### src/tspp_pkg.sv
`timescale 1ns / 1ps
`default_nettype none
// ----------------------------------------------------------------------------
// tspp_pkg
// Shared types and constants of the transport stream packet byte parser.
// ----------------------------------------------------------------------------
package tspp_pkg;

    // Bytes per packet, 188 for plain packets.
    localparam int PACKET_BYTES = 188;
    localparam int POS_W        = $clog2(PACKET_BYTES);

    localparam int HDR_BYTES    = 4;
    localparam int PAYLOAD_MAX  = 184;
    localparam int PAYLOAD_END  = HDR_BYTES + PAYLOAD_MAX;
    localparam int ADAPT_MAX    = 183;

    localparam int TDATA_W = 48;
    localparam int TUSER_W = 2;

    typedef enum logic [1:0] {
        KIND_HEADER  = 2'd0,
        KIND_ADAPT   = 2'd1,
        KIND_PAYLOAD = 2'd2
    } t_kind;

    // Adaptation field control codes.
    localparam logic [1:0] AFC_PAYLOAD = 2'd1;
    localparam logic [1:0] AFC_BOTH    = 2'd3;

    typedef struct packed {
        t_kind       kind;
        logic [7:0]  sync_byte;
        logic        transport_error;
        logic        unit_start;
        logic        priority_bit;
        logic [12:0] packet_id;
        logic [1:0]  scrambling;
        logic [1:0]  field_control;
        logic [3:0]  continuity;
        logic [7:0]  adapt_length;
        logic [7:0]  data_byte;
        logic        last_in_packet;
    } t_result;

endpackage
`default_nettype wire

### src/ts_packet_byte_parser.sv
`timescale 1ns / 1ps
`default_nettype none
// ----------------------------------------------------------------------------
// ts_packet_byte_parser
// Transport stream packet parser taking one stream byte per transfer.
// ----------------------------------------------------------------------------
// The block takes one byte per clock while the result side keeps up, and the
// first byte after reset must be the first byte of a packet. Each byte is
// decoded in the cycle it is accepted against the position counter and header
// state, and its result is registered in the output stage. A two-entry
// output register lets the input take one more byte in the first cycle that
// the output is stalled; after that the input is held off until the held
// result has moved up. Byte 3 yields the header result, byte 5 (or byte 4
// for an empty adaptation field) the adaptation result, and every payload
// byte a payload result, with tlast set on the byte at the last payload
// position of the packet.
// ----------------------------------------------------------------------------
module ts_packet_byte_parser (
    input  wire                           i_clk,
    input  wire                           i_rst_n,
    input  wire                           i_s_tvalid,
    output logic                          o_s_tready,
    input  wire  [7:0]                    i_s_tdata,   // stream_byte
    output logic                          o_m_tvalid,
    input  wire                           i_m_tready,
    // sync_byte, transport_error, unit_start, priority_bit, packet_id,
    // scrambling, field_control, continuity, adapt_length, data_byte
    output logic [tspp_pkg::TDATA_W-1:0]  o_m_tdata,
    output logic [tspp_pkg::TUSER_W-1:0]  o_m_tuser,   // kind
    output logic                          o_m_tlast    // last_in_packet
);

    logic              w_accept;
    logic              w_res_valid;
    tspp_pkg::t_result w_res;
    tspp_pkg::t_result w_out;

    assign w_accept = i_s_tvalid && o_s_tready;

    tspp_decode u_decode (
        .i_clk       (i_clk),
        .i_rst_n     (i_rst_n),
        .i_accept    (w_accept),
        .i_byte      (i_s_tdata),
        .o_res_valid (w_res_valid),
        .o_res       (w_res)
    );

    tspp_out_stage u_out (
        .i_clk   (i_clk),
        .i_rst_n (i_rst_n),
        .i_push  (w_accept && w_res_valid),
        .i_res   (w_res),
        .o_ready (o_s_tready),
        .o_valid (o_m_tvalid),
        .o_res   (w_out),
        .i_ready (i_m_tready)
    );

    assign o_m_tdata = {w_out.data_byte, w_out.adapt_length, w_out.continuity,
                        w_out.field_control, w_out.scrambling, w_out.packet_id,
                        w_out.priority_bit, w_out.unit_start, w_out.transport_error,
                        w_out.sync_byte};
    assign o_m_tuser = w_out.kind;
    assign o_m_tlast = w_out.last_in_packet;

    a_last_is_payload: assert property (@(posedge i_clk) disable iff (!i_rst_n)
        (o_m_tvalid && o_m_tlast) |-> (o_m_tuser == tspp_pkg::KIND_PAYLOAD))
        else $error("tlast set on a non-payload transfer");

endmodule
`default_nettype wire

### src/tspp_decode.sv
`timescale 1ns / 1ps
`default_nettype none
// ----------------------------------------------------------------------------
// tspp_decode
// Packet position counter, header and adaptation state, and the per-byte
// decode that forms at most one result for each accepted byte.
// ----------------------------------------------------------------------------
module tspp_decode (
    input  wire                    i_clk,
    input  wire                    i_rst_n,
    input  wire                    i_accept,
    input  wire  [7:0]             i_byte,
    output logic                   o_res_valid,
    output tspp_pkg::t_result      o_res
);

    localparam logic [tspp_pkg::POS_W-1:0] LAST_POS =
        tspp_pkg::POS_W'(tspp_pkg::PACKET_BYTES - 1);
    localparam logic [7:0] PAYLOAD_END_B = 8'(tspp_pkg::PAYLOAD_END);
    localparam logic [7:0] ADAPT_MAX_B   = 8'(tspp_pkg::ADAPT_MAX);
    localparam logic [7:0] HDR_BYTES_B   = 8'(tspp_pkg::HDR_BYTES);

    logic [tspp_pkg::POS_W-1:0] r_pos,    n_pos;
    logic [23:0]                r_hdr,    n_hdr;
    logic [1:0]                 r_ctrl,   n_ctrl;
    logic [7:0]                 r_alen,   n_alen;
    logic [7:0]                 r_pstart, n_pstart;

    logic [31:0] w_word;
    logic [7:0]  w_pos8;
    logic [7:0]  w_sat;

    assign w_word = {r_hdr, i_byte};
    assign w_pos8 = 8'(r_pos);
    assign w_sat  = (i_byte > ADAPT_MAX_B) ? ADAPT_MAX_B : i_byte;

    always_comb begin
        n_pos       = r_pos;
        n_hdr       = r_hdr;
        n_ctrl      = r_ctrl;
        n_alen      = r_alen;
        n_pstart    = r_pstart;
        o_res_valid = 1'b0;
        o_res       = '0;
        o_res.kind  = tspp_pkg::KIND_HEADER;

        if (w_pos8 < 8'd3) begin
            n_hdr = {r_hdr[15:0], i_byte};
        end else if (w_pos8 == 8'd3) begin
            n_ctrl   = w_word[5:4];
            n_alen   = 8'd0;
            n_pstart = (w_word[5:4] == tspp_pkg::AFC_PAYLOAD) ? HDR_BYTES_B : PAYLOAD_END_B;
            o_res_valid           = 1'b1;
            o_res.sync_byte       = w_word[31:24];
            o_res.transport_error = w_word[23];
            o_res.unit_start      = w_word[22];
            o_res.priority_bit    = w_word[21];
            o_res.packet_id       = w_word[20:8];
            o_res.scrambling      = w_word[7:6];
            o_res.field_control   = w_word[5:4];
            o_res.continuity      = w_word[3:0];
        end else if (w_pos8 == 8'd4 && r_ctrl[1]) begin
            n_alen = w_sat;
            if (r_ctrl == tspp_pkg::AFC_BOTH) begin
                n_pstart = HDR_BYTES_B + 8'd1 + w_sat;
            end
            // An empty adaptation field is reported here with no flags byte.
            if (w_sat == 8'd0) begin
                o_res_valid = 1'b1;
                o_res.kind  = tspp_pkg::KIND_ADAPT;
            end
        end else if (w_pos8 == 8'd5 && r_ctrl[1] && r_alen != 8'd0) begin
            o_res_valid        = 1'b1;
            o_res.kind         = tspp_pkg::KIND_ADAPT;
            o_res.adapt_length = r_alen;
            o_res.data_byte    = i_byte;
        end else if (w_pos8 >= r_pstart && w_pos8 < PAYLOAD_END_B) begin
            o_res_valid          = 1'b1;
            o_res.kind           = tspp_pkg::KIND_PAYLOAD;
            o_res.data_byte      = i_byte;
            o_res.last_in_packet = (w_pos8 == PAYLOAD_END_B - 8'd1);
        end

        n_pos = (r_pos == LAST_POS) ? '0 : r_pos + 1'b1;
    end

    always_ff @(posedge i_clk) begin
        if (!i_rst_n) begin
            r_pos    <= '0;
            r_hdr    <= '0;
            r_ctrl   <= '0;
            r_alen   <= '0;
            r_pstart <= '0;
        end else if (i_accept) begin
            r_pos    <= n_pos;
            r_hdr    <= n_hdr;
            r_ctrl   <= n_ctrl;
            r_alen   <= n_alen;
            r_pstart <= n_pstart;
        end
    end

    a_pos_range: assert property (@(posedge i_clk) disable iff (!i_rst_n)
        r_pos <= LAST_POS)
        else $error("byte position ran past the packet end");

    a_no_early_result: assert property (@(posedge i_clk) disable iff (!i_rst_n)
        o_res_valid |-> w_pos8 >= 8'd3)
        else $error("result formed before the header was complete");

    a_payload_span: assert property (@(posedge i_clk) disable iff (!i_rst_n)
        (o_res_valid && o_res.kind == tspp_pkg::KIND_PAYLOAD)
            |-> (w_pos8 >= HDR_BYTES_B && w_pos8 < PAYLOAD_END_B))
        else $error("payload byte outside the payload span");

endmodule
`default_nettype wire

### src/tspp_out_stage.sv
`timescale 1ns / 1ps
`default_nettype none
// ----------------------------------------------------------------------------
// tspp_out_stage
// Output register with one skid entry, so that input ready depends on
// registered state only.
// ----------------------------------------------------------------------------
module tspp_out_stage (
    input  wire                    i_clk,
    input  wire                    i_rst_n,
    input  wire                    i_push,
    input  tspp_pkg::t_result      i_res,
    output logic                   o_ready,
    output logic                   o_valid,
    output tspp_pkg::t_result      o_res,
    input  wire                    i_ready
);

    logic              r_out_valid;
    logic              r_skid_valid;
    tspp_pkg::t_result r_out;
    tspp_pkg::t_result r_skid;
    logic              w_pop;

    assign w_pop   = r_out_valid && i_ready;
    assign o_ready = !r_skid_valid;
    assign o_valid = r_out_valid;
    assign o_res   = r_out;

    always_ff @(posedge i_clk) begin
        if (!i_rst_n) begin
            r_out_valid  <= 1'b0;
            r_skid_valid <= 1'b0;
        end else if (r_skid_valid) begin
            if (w_pop) begin
                r_out_valid  <= 1'b1;
                r_skid_valid <= 1'b0;
            end
        end else if (w_pop || !r_out_valid) begin
            r_out_valid <= i_push;
        end else if (i_push) begin
            r_skid_valid <= 1'b1;
        end
    end

    always_ff @(posedge i_clk) begin
        if (r_skid_valid) begin
            if (w_pop) begin
                r_out <= r_skid;
            end
        end else if (w_pop || !r_out_valid) begin
            r_out <= i_res;
        end else if (i_push) begin
            r_skid <= i_res;
        end
    end

    a_skid_behind_out: assert property (@(posedge i_clk) disable iff (!i_rst_n)
        r_skid_valid |-> r_out_valid)
        else $error("skid entry held while the output register is empty");

    a_skid_drains: assert property (@(posedge i_clk) disable iff (!i_rst_n)
        (r_skid_valid && w_pop) |=> (r_out_valid && !r_skid_valid))
        else $error("skid entry not moved to the output register");

    a_out_held: assert property (@(posedge i_clk) disable iff (!i_rst_n)
        (r_out_valid && !i_ready) |=> (r_out_valid && $stable(r_out)))
        else $error("stalled output transfer changed before it was taken");

endmodule
`default_nettype wire
### config.mk
export PLATFORM = sky130hd
export DESIGN_NAME = ts_packet_byte_parser
export DESIGN_NICKNAME = d
export VERILOG_FILES = /design/src/tspp_pkg.sv /design/src/ts_packet_byte_parser.sv /design/src/tspp_decode.sv /design/src/tspp_out_stage.sv
export SDC_FILE = /design/constraint.sdc
export NUM_CORES = 1
export LEC_CHECK = 0
export BUFFER_PORTS_ARGS = -buffer_cell sky130_fd_sc_hd__buf_4
export CAP_MARGIN = 20
export CORE_MARGIN = 2
export CORE_UTILIZATION = 39
export DETAILED_ROUTE_END_ITERATION = 7
export GPL_TIMING_DRIVEN = 0
export PLACE_DENSITY = 0.67
export SETUP_SLACK_MARGIN = 0.02
export SLEW_MARGIN = 20
export SYNTH_ARGS = -nofsm -noshare
export SYNTH_HDL_FRONTEND = slang
export SYNTH_SLANG_ARGS = --single-unit
### constraint.sdc
create_clock -name i_clk -period 14.4 [get_ports i_clk]
set_input_delay 0.72 -clock i_clk [delete_from_list [all_inputs] [get_ports i_clk]]
set_output_delay 0.72 -clock i_clk [all_outputs]
set_load 0.02 [all_outputs]
==> results.md, run 1 <==
* Sequential area share after synthesis at between 60 and 70%
* # fillers at 1457
* CP startpoint: i_s_tdata[4]
* Inserted Diodes at 0
* Tot GR Track Use at 16.29%
* Syn Nets at slightly below 600
* Placement Setup Slack at ~11 ns
* Critical Path AT at approximately 3.2 ns
* Slew @ Worst Pin at 0.7576 ns
* Yosys top cell area share at between 40% and 50%
* Vias in the first global route at around 4500
* FF-to-FF Start: u_decode.r_pos[1]$_SDFFE_PN0P_
* Final TNS setup at 0 ns
* Hold-fix buffers, CTS at 0
* Hold path depth at 2
* Outcome: completed
* DR WL/cell at 15.84 um
* CTS buffer count at 17
* Register Area at 4104 um2
* ANT nets after route at 0
* Post-synthesis mux area share at 5.935%
* Slowest-stage cell, CP: or2_2
* Setup ws final at about 11 ns
* CP Capture Type: register
* Initial antenna violation count at 0
* Full die area at 17980 um2
* Worst Setup Start Kind: input port
* Slew margin rel. at about half
* Row count at 47
* Synth warn at 0
* Top delay family on crit path: simple AND/OR/NAND/NOR gates
* CP bufs+invs at 3
* Post-CTS setup buffer count at 0
* Total design power at between 1 and 1.5 mW
* Post-route cell area at 8112 um2
* Drt total wl at approximately 14000 um
* Synth Area in Simple Gates at ~15%
* Critical R2R Capture: u_out.r_skid[14]$_DFFE_PP_
* Clk buf depth at 2
* Main combinational cell family by area after synthesis: simple AND/OR/NAND/NOR gates
* Min Tclk post-route at approximately 3.0 ns
* Core ar. at roughly 17000 um2
* Most common cell after layout, fill and taps aside: edfxtp_1
* CP max stage delay at about 0.33 ns
* Crit-path cells: clkbuf_1 -> and3_1 -> o21a_1 -> or2_2 -> inv_1 -> ha_1 -> nor4b_1 -> nand4_1 -> nand2_1 -> nand4b_1 -> o21ai_4 -> buf_12
* Lkg Pwr at approximately 3.3 nW
* Post-Synth XOR/XNOR Area at roughly 1.5%
* CP Max Fanout at 26
* DIE WIDTH at roughly 130 um
* Seq pwr share at between 40% and 50%
* NumNets Final at 678
* Highest Clock Rate at approximately 330 MHz
* Post-synthesis cell area at around 6600 um2
* FF-to-FF path depth at 8
* HP Class: register to register
* Synth area leader: edfxtp_1
* Gpl congestion at roughly 0.91
* Power Internal at between 0.7 and 0.8 mW
* Synth Instances at 568
* Largest net degree at the start of global routing at 28
* TritonCTS clock tree: yes
* Worst reg2reg setup slack at 11.52 ns
* Setup Crit Path Kind: input port to register
* Initial DRC Count at between 300 and 400
* Die span in y at around 130 um
* Clock share of power at between 40% and 50%
* Via density at a little over 5
* Dominant cells by area after synthesis: edfxtp_1, dfxtp_1, mux2_2
* Vias at 4592
* First-pass GRT wire length at between 20000 and 25000 um
* Max-slew violations at 0
* Number of synthesized register bits at around 150
* Switch share at 21.79%
* I/O Buffers at between 60 and 70
* Final period util at about a fifth
* DRT Pass-1 Iters at 4
* Area of the multi-input gates at between 2000 and 2500 um2
* Most frequent cells in the layout: edfxtp_1, nand2_1, buf_4
* Number of distinct library cells after synthesis at between 50 and 60
* Setup violators final at 0
* Root buffer cell: clkbuf_16
* Ys flop type: edfxtp_1
* Unrepaired setup endpoints after global routing: false
* Worst Setup EP: u_out.r_skid[14]$_DFFE_PP_
* DR DRC count at 0
* Levels on crit path at 12
* H-tree depth at 4
* Max_cap viols at 0
* Initial Utilization at between 30% and 40%
* Power Dens Cells at around 130 nW/um2
* Switch Pwr at between 0.2 and 0.25 mW
* Placed cell area at between 7000 and 8000 um2
* IO Pins at 65
* FFs w/ async S/R, synth at 0%
* Layout cell share with drive strength beyond 1 at approximately 23%
* Reg clk slew, reported paths at approximately 0.060 ns
* Syn_area_per_cell at ~12 um2
* IR drop worst, VDD at just over 80 uV
* Area grow syn2layout at 22.92%
* Resized Gates After CTS at 0
* Post-synth EDFFs at between 100 and 150
* Critical Path RT at between 10 and 15 ns
* Detailed Place HPWL at 10200 um
* TritonCTS Sinks at 154
* Clock latency on the worst-skew pair at roughly 0.42 ns
* GRT overflow at 0
* Final Hold Fails at 0
* Area share of fa/ha/maj cells after synthesis at under 10%
* Post-synthesis compound-gate area fraction at 9.670%
* Final Skew at around 0.0082 ns
* Logic pwr share at under 10%
-- sequential cells by signal, indices dropped and copies added, names as in the netlist --
name / count
u_decode.r_ctrl: 2
u_out.o_valid: 1
u_out.o_res: 51
u_decode.r_pstart: 8
u_decode.r_hdr: 24
u_decode.r_pos: 8
u_decode.r_alen: 8
u_out.r_skid: 51
u_out.r_skid_valid: 1
-- final cells by class --
class,instances,area share (%)
Buffer,30,1.589
Inverter,23,1.064
Sequential cell,154,50.59
Tap cell,220,3.393
Clock inverter,14,2.561
Clock buffer,18,5.414
Multi-Input combinational cell,361,28.38
Timing Repair Buffer,66,7.003
-- how the worst min path moves through the flow --
stage,startpoint,end,slack (ns)
after global routing,u_decode.r_alen[0]$_SDFFE_PN0P_,u_decode.r_alen[0]$_SDFFE_PN0P_,0.48
after CTS,u_decode.r_hdr[21]$_SDFFE_PN0P_,u_decode.r_hdr[21]$_SDFFE_PN0P_,0.46
after floorplan,u_decode.r_hdr[16]$_SDFFE_PN0P_,u_decode.r_hdr[16]$_SDFFE_PN0P_,0.43
final,u_decode.r_hdr[21]$_SDFFE_PN0P_,u_decode.r_hdr[21]$_SDFFE_PN0P_,0.46
after global placement,u_decode.r_hdr[16]$_SDFFE_PN0P_,u_decode.r_hdr[16]$_SDFFE_PN0P_,0.45
after detailed placement,u_decode.r_hdr[18]$_SDFFE_PN0P_,u_decode.r_hdr[18]$_SDFFE_PN0P_,0.45
-- stage by stage --
step / std cells / hold slack [ns] / util (%)
finish: 886 / 0.4598 / 48.91
global route: 886 / 0.4847 / 48.91
CTS: 886 / 0.4597 / 48.91
detailed placement: 854 / 0.4488 / 45.01
global placement: 850 / 0.4450 / 44.26
floorplan: 568 / 0.4319 / -
-- worst reg2reg max path, stage by stage, from the launching register on --
cell and delay (ns):
dfxtp_1 0.46, ha_1 0.18, buf_2 0.20, nor3b_2 0.54, nand2_1 0.35, nand2_1 0.25, nand4b_1 0.18, o21ai_4 0.16
buf_12 0.23
-- power groups by stage --
stage	Clock (mW)	Sequential (mW)	Combinational, mW
floorplan	0	0.497	0.0246
global placement	0	0.491	0.0506
detailed placement	0	0.490	0.0533
CTS	0.491	0.481	0.0536
global route	0.509	0.482	0.0586
finish	0.482	0.481	0.0538
-- metal layers --
metal | wire length (um) | track usage [%] | vias to the layer above
met4 | 211 | 6.140 | 0
met1 | 6264 | 20.26 | 2235
li1 | - | - | 2231
met3 | 670 | 4.157 | 16
met2 | 6888 | 27.44 | 110
met5 | 0 | 0 | -
-- Yosys cell counts, types with 2 or more instances --
master	n
a21oi_1	40
a221oi_1	5
a22oi_1	2
a32oi_1	2
and2_1	8
and3_1	27
buf_1	2
buf_2	7
clkbuf_1	20
dfxtp_1	52
edfxtp_1	102
ha_1	13
inv_1	21
mux2_2	33
mux2i_1	2
nand2_1	90
nand3_1	10
nand4_1	5
nand4b_1	4
nor2_1	38
nor2b_1	3
nor3_1	2
nor4_1	3
nor4_2	2
o211ai_1	3
o21a_1	2
o21ai_0	16
o31ai_1	17
o31ai_2	2
or3_1	2
xnor2_1	6
xor2_1	5
-- kinds of logic after synthesis --
kind of cell,after synthesis
and+or+nand+nor,204
buffers and inverters,53
AOI/OAI and AO/OA,98
DFF,154
xor gates and xnor gates,11
adders and majority gates,13
muxes,35
Note: power is estimated with default switching activity, not from simulation.
==> inputs of run 2 (changes only) <==
ABC_AREA = 1   (was not set)
PLACE_DENSITY = 0.69   (was 0.67)
clock period = 2.72 ns   (was 14.4 ns; I/O delays follow)
==> run 2 against run 1 <==
Net effect:
- die area is 0.58% higher
- clock power grew to 4.8 times the previous value
- largest cell class unchanged
- cell area is 0.51% higher
- clock skew is 0.00092 ns higher
- register-to-register slack worse by 11 ns
- clock-buffer cell count is 6 higher
- critical path type is now register to register
- power grew to 5.0 times the previous value
- cell count is 16% higher
- global-route usage is 0.26 points lower
==> results.md, run 2 <==
* Core ar. at 16580 um2 (unchanged)
* FF-to-FF Start: u_decode.r_pos[0]$_SDFFE_PN0P_
* Worst Setup Start Kind: register
* Lkg Pwr at 3.433 nW (+3.4%)
* TritonCTS clock tree: yes
* Critical R2R Capture: u_out.r_skid[32]$_DFFE_PP_
* FFs w/ async S/R, synth at 0% (unchanged)
* Max-slew violations at 0 (unchanged)
* Inserted Diodes at 0 (unchanged)
* Most frequent cells in the layout: nand2_1, edfxtp_1, inv_1
* DIE WIDTH at 134.5 um (+0.29%)
* Resized Gates After CTS at 0 (unchanged)
* Initial Utilization at 40.03% (+0.23 points)
* Clock latency on the worst-skew pair at 0.42 ns (about the same)
* Dominant cells by area after synthesis: edfxtp_1, dfxtp_1, nand2_1
* Slew @ Worst Pin at 0.6619 ns (-0.09566 ns)
* I/O Buffers at 64 (+3.2%)
* Ys flop type: edfxtp_1
* Syn_area_per_cell at 9.388 um2 (-19%)
* H-tree depth at 4 (unchanged)
* Placement Setup Slack at -0.03423 ns (-10.99 ns)
* Row count at 47 (unchanged)
* Critical Path AT at 2.57 ns (-0.59 ns)
* Detailed Place HPWL at 10140 um (-0.66%)
* Layout cell share with drive strength beyond 1 at 18.13% (-4.7 points)
* Synth Instances at 707 (+24%)
* Final Skew at 0.009158 ns (+0.0009247 ns)
* Number of distinct library cells after synthesis at 33 (-39%)
* Syn Nets at 732 (+23%)
* Setup violators final at 0 (unchanged)
* IO Pins at 65 (unchanged)
* Outcome: completed
* Synth warn at 0 (unchanged)
* GRT overflow at 0 (unchanged)
* Root buffer cell: clkbuf_16
* Sequential area share after synthesis at 61.83% (-0.36 points)
* Final Util at 49.16% (+0.25 points)
* Min Tclk post-route at 2.440 ns
* IR drop worst, VDD at 385.8 uV (+380%)
* Setup ws final at 0.2796 ns (-11.07 ns)
* Post-synthesis cell area at 6638 um2 (+0.59%)
* Worst reg2reg setup slack at 0.28 ns (-11.24 ns)
* Vias in the first global route at 4392 (-3.2%)
* FF-to-FF path depth at 16 (+8)
* DRT Pass-1 Iters at 5 (+1)
* Reg clk slew, reported paths at 0.06 ns (about the same)
* TritonCTS Sinks at 154 (unchanged)
* Synth area leader: edfxtp_1
* Number of synthesized register bits at 154 (unchanged)
* Largest net degree at the start of global routing at 23 (-18%)
* Die span in y at 134.5 um (+0.29%)
* Post-synth EDFFs at 102 (unchanged)
* Final Hold Fails at 0 (unchanged)
* Setup Crit Path Kind: register to register
* Clk buf depth at 2 (unchanged)
* Tot GR Track Use at 16.03% (-0.26 points)
* CTS buffer count at 17 (unchanged)
* Gpl congestion at 0.8951 (-1.9%)
* DR DRC count at 0 (unchanged)
* CP Max Fanout at 21 (-19%)
* Vias at 4873 (+6.1%)
* ANT nets after route at 0 (unchanged)
* Max_cap viols at 0 (unchanged)
* Critical Path RT at 2.85 ns (-11.66 ns)
* NumNets Final at 823 (+21%)
* Via density at 4.726 (-8.8%)
* Most used standard cell by instance count after synthesis: nand2_1
* First-pass GRT wire length at 22120 um (-4.2%)
* Power Dens Cells at 628.5 nW/um2 (+400%)
* Area grow syn2layout at 22.83% (about the same)
* Full die area at 18080 um2 (+0.58%)
* Hold Startpoint: i_rst_n
* CP Capture Type: register
* Most common cell after layout, fill and taps aside: nand2_1
* Commonest cells in the netlist: nand2_1, edfxtp_1, inv_1
* Yosys top cell area share at 46.15% (-0.27 points)
* DR WL/cell at 13.63 um (-14%)
* End of the worst hold path: u_decode.r_hdr[0]$_SDFFE_PN0P_
* HP Class: input port to register
* Initial antenna violation count at 1 (+1)
* Final period util at 89.72%
* Slew margin rel. at 55.40% (+6.1 points)
* Initial DRC Count at 384 (+17%)
* Drt total wl at 14060 um (+0.16%)
* Hold path depth at 3 (+1)
* Unrepaired setup endpoints after global routing: false
* Highest Clock Rate at between 400 and 500 MHz
## run 2: area by class of cell
type	count	area (um2)
plain buffers	26	146.4
multi-input cells	446	2102
flip-flops and latches	154	4104
well taps	220	275.3
fillers	1511	8431
inverters	81	304.0
clock buffers	24	535.5
repair buffers	72	633.1
clock inverters	8	52.55
## run 2: how the worst max path moves through the flow
stage	cells past startpoint	start	to	slack [ns]
after floorplan	14	u_decode.r_pos[0]$_SDFFE_PN0P_	u_out.r_skid[0]$_DFFE_PP_	0.16
after global placement	15	i_s_tdata[6]	u_out.r_skid[31]$_DFFE_PP_	-0.54
after detailed placement	16	i_s_tdata[6]	u_out.r_skid[38]$_DFFE_PP_	-0.03
after CTS	15	u_decode.r_pos[0]$_SDFFE_PN0P_	u_out.r_skid[44]$_DFFE_PP_	0.14
after global routing	16	u_decode.r_pos[0]$_SDFFE_PN0P_	u_out.r_skid[45]$_DFFE_PP_	0.09
final	16	u_decode.r_pos[0]$_SDFFE_PN0P_	u_out.r_skid[32]$_DFFE_PP_	0.28
## run 2: stage by stage
step | TNS, ns | area (um2) | hold slack [ns] | power (mW) | cells
floorplan | 0 | 6649 | 0.2744 | 2.774 | 707
global placement | -44.44 | 7405 | 0.4431 | 2.874 | 991
detailed placement | -1.146 | 7522 | 0.4475 | 2.881 | 995
CTS | 0 | 8110 | 0.003753 | 5.166 | 1027
global route | 0 | 8153 | 0.01688 | 5.290 | 1031
finish | 0 | 8153 | 0.02463 | 5.124 | 1031
## run 2: cells by family (layout without fill, tap and decap cells)
kind of cell	Yosys count	count (layout)	synth area share (%)
flops	154	154	61.83
compound gates	94	94	7.521
buf+inv	107	211	6.786
simple gates	339	339	21.41
fa+ha+maj	13	13	2.451
## run 2: routing by layer
layer	wire length [um]	track usage (%)
met1	6347	21.45
met4	187	5.614
met3	1121	6.269
met5	12	0
met2	6388	23.78
## run 2: worst max-delay path, cell delays in order (launching register included)
cell and delay (ns):
dfxtp_1 0.40, inv_1 0.11, ha_1 0.28, nand2_1 0.05, nor2_1 0.09, nor2_1 0.05, nand2_1 0.05, nand2_1 0.04
nand2_1 0.05, nand2_1 0.11, nand2_1 0.10, nand2_2 0.12, nand2_1 0.08, nand2_1 0.14, nor2_4 0.16, buf_12 0.14
buf_16 0.16
## run 2: report_power, final
part / internal (mW) / switching [mW]
logic: 0.0964 / 0.191
registers: 2.53 / 0.0208
clock network: 1.38 / 0.912
## run 2: repair_timing
| item | CTS | global route |
|---|---|---|
| setup buffers | 0 | 4 |
| hold buffers | 0 | 0 |
| setup endpoints to repair | 0 | 42 |
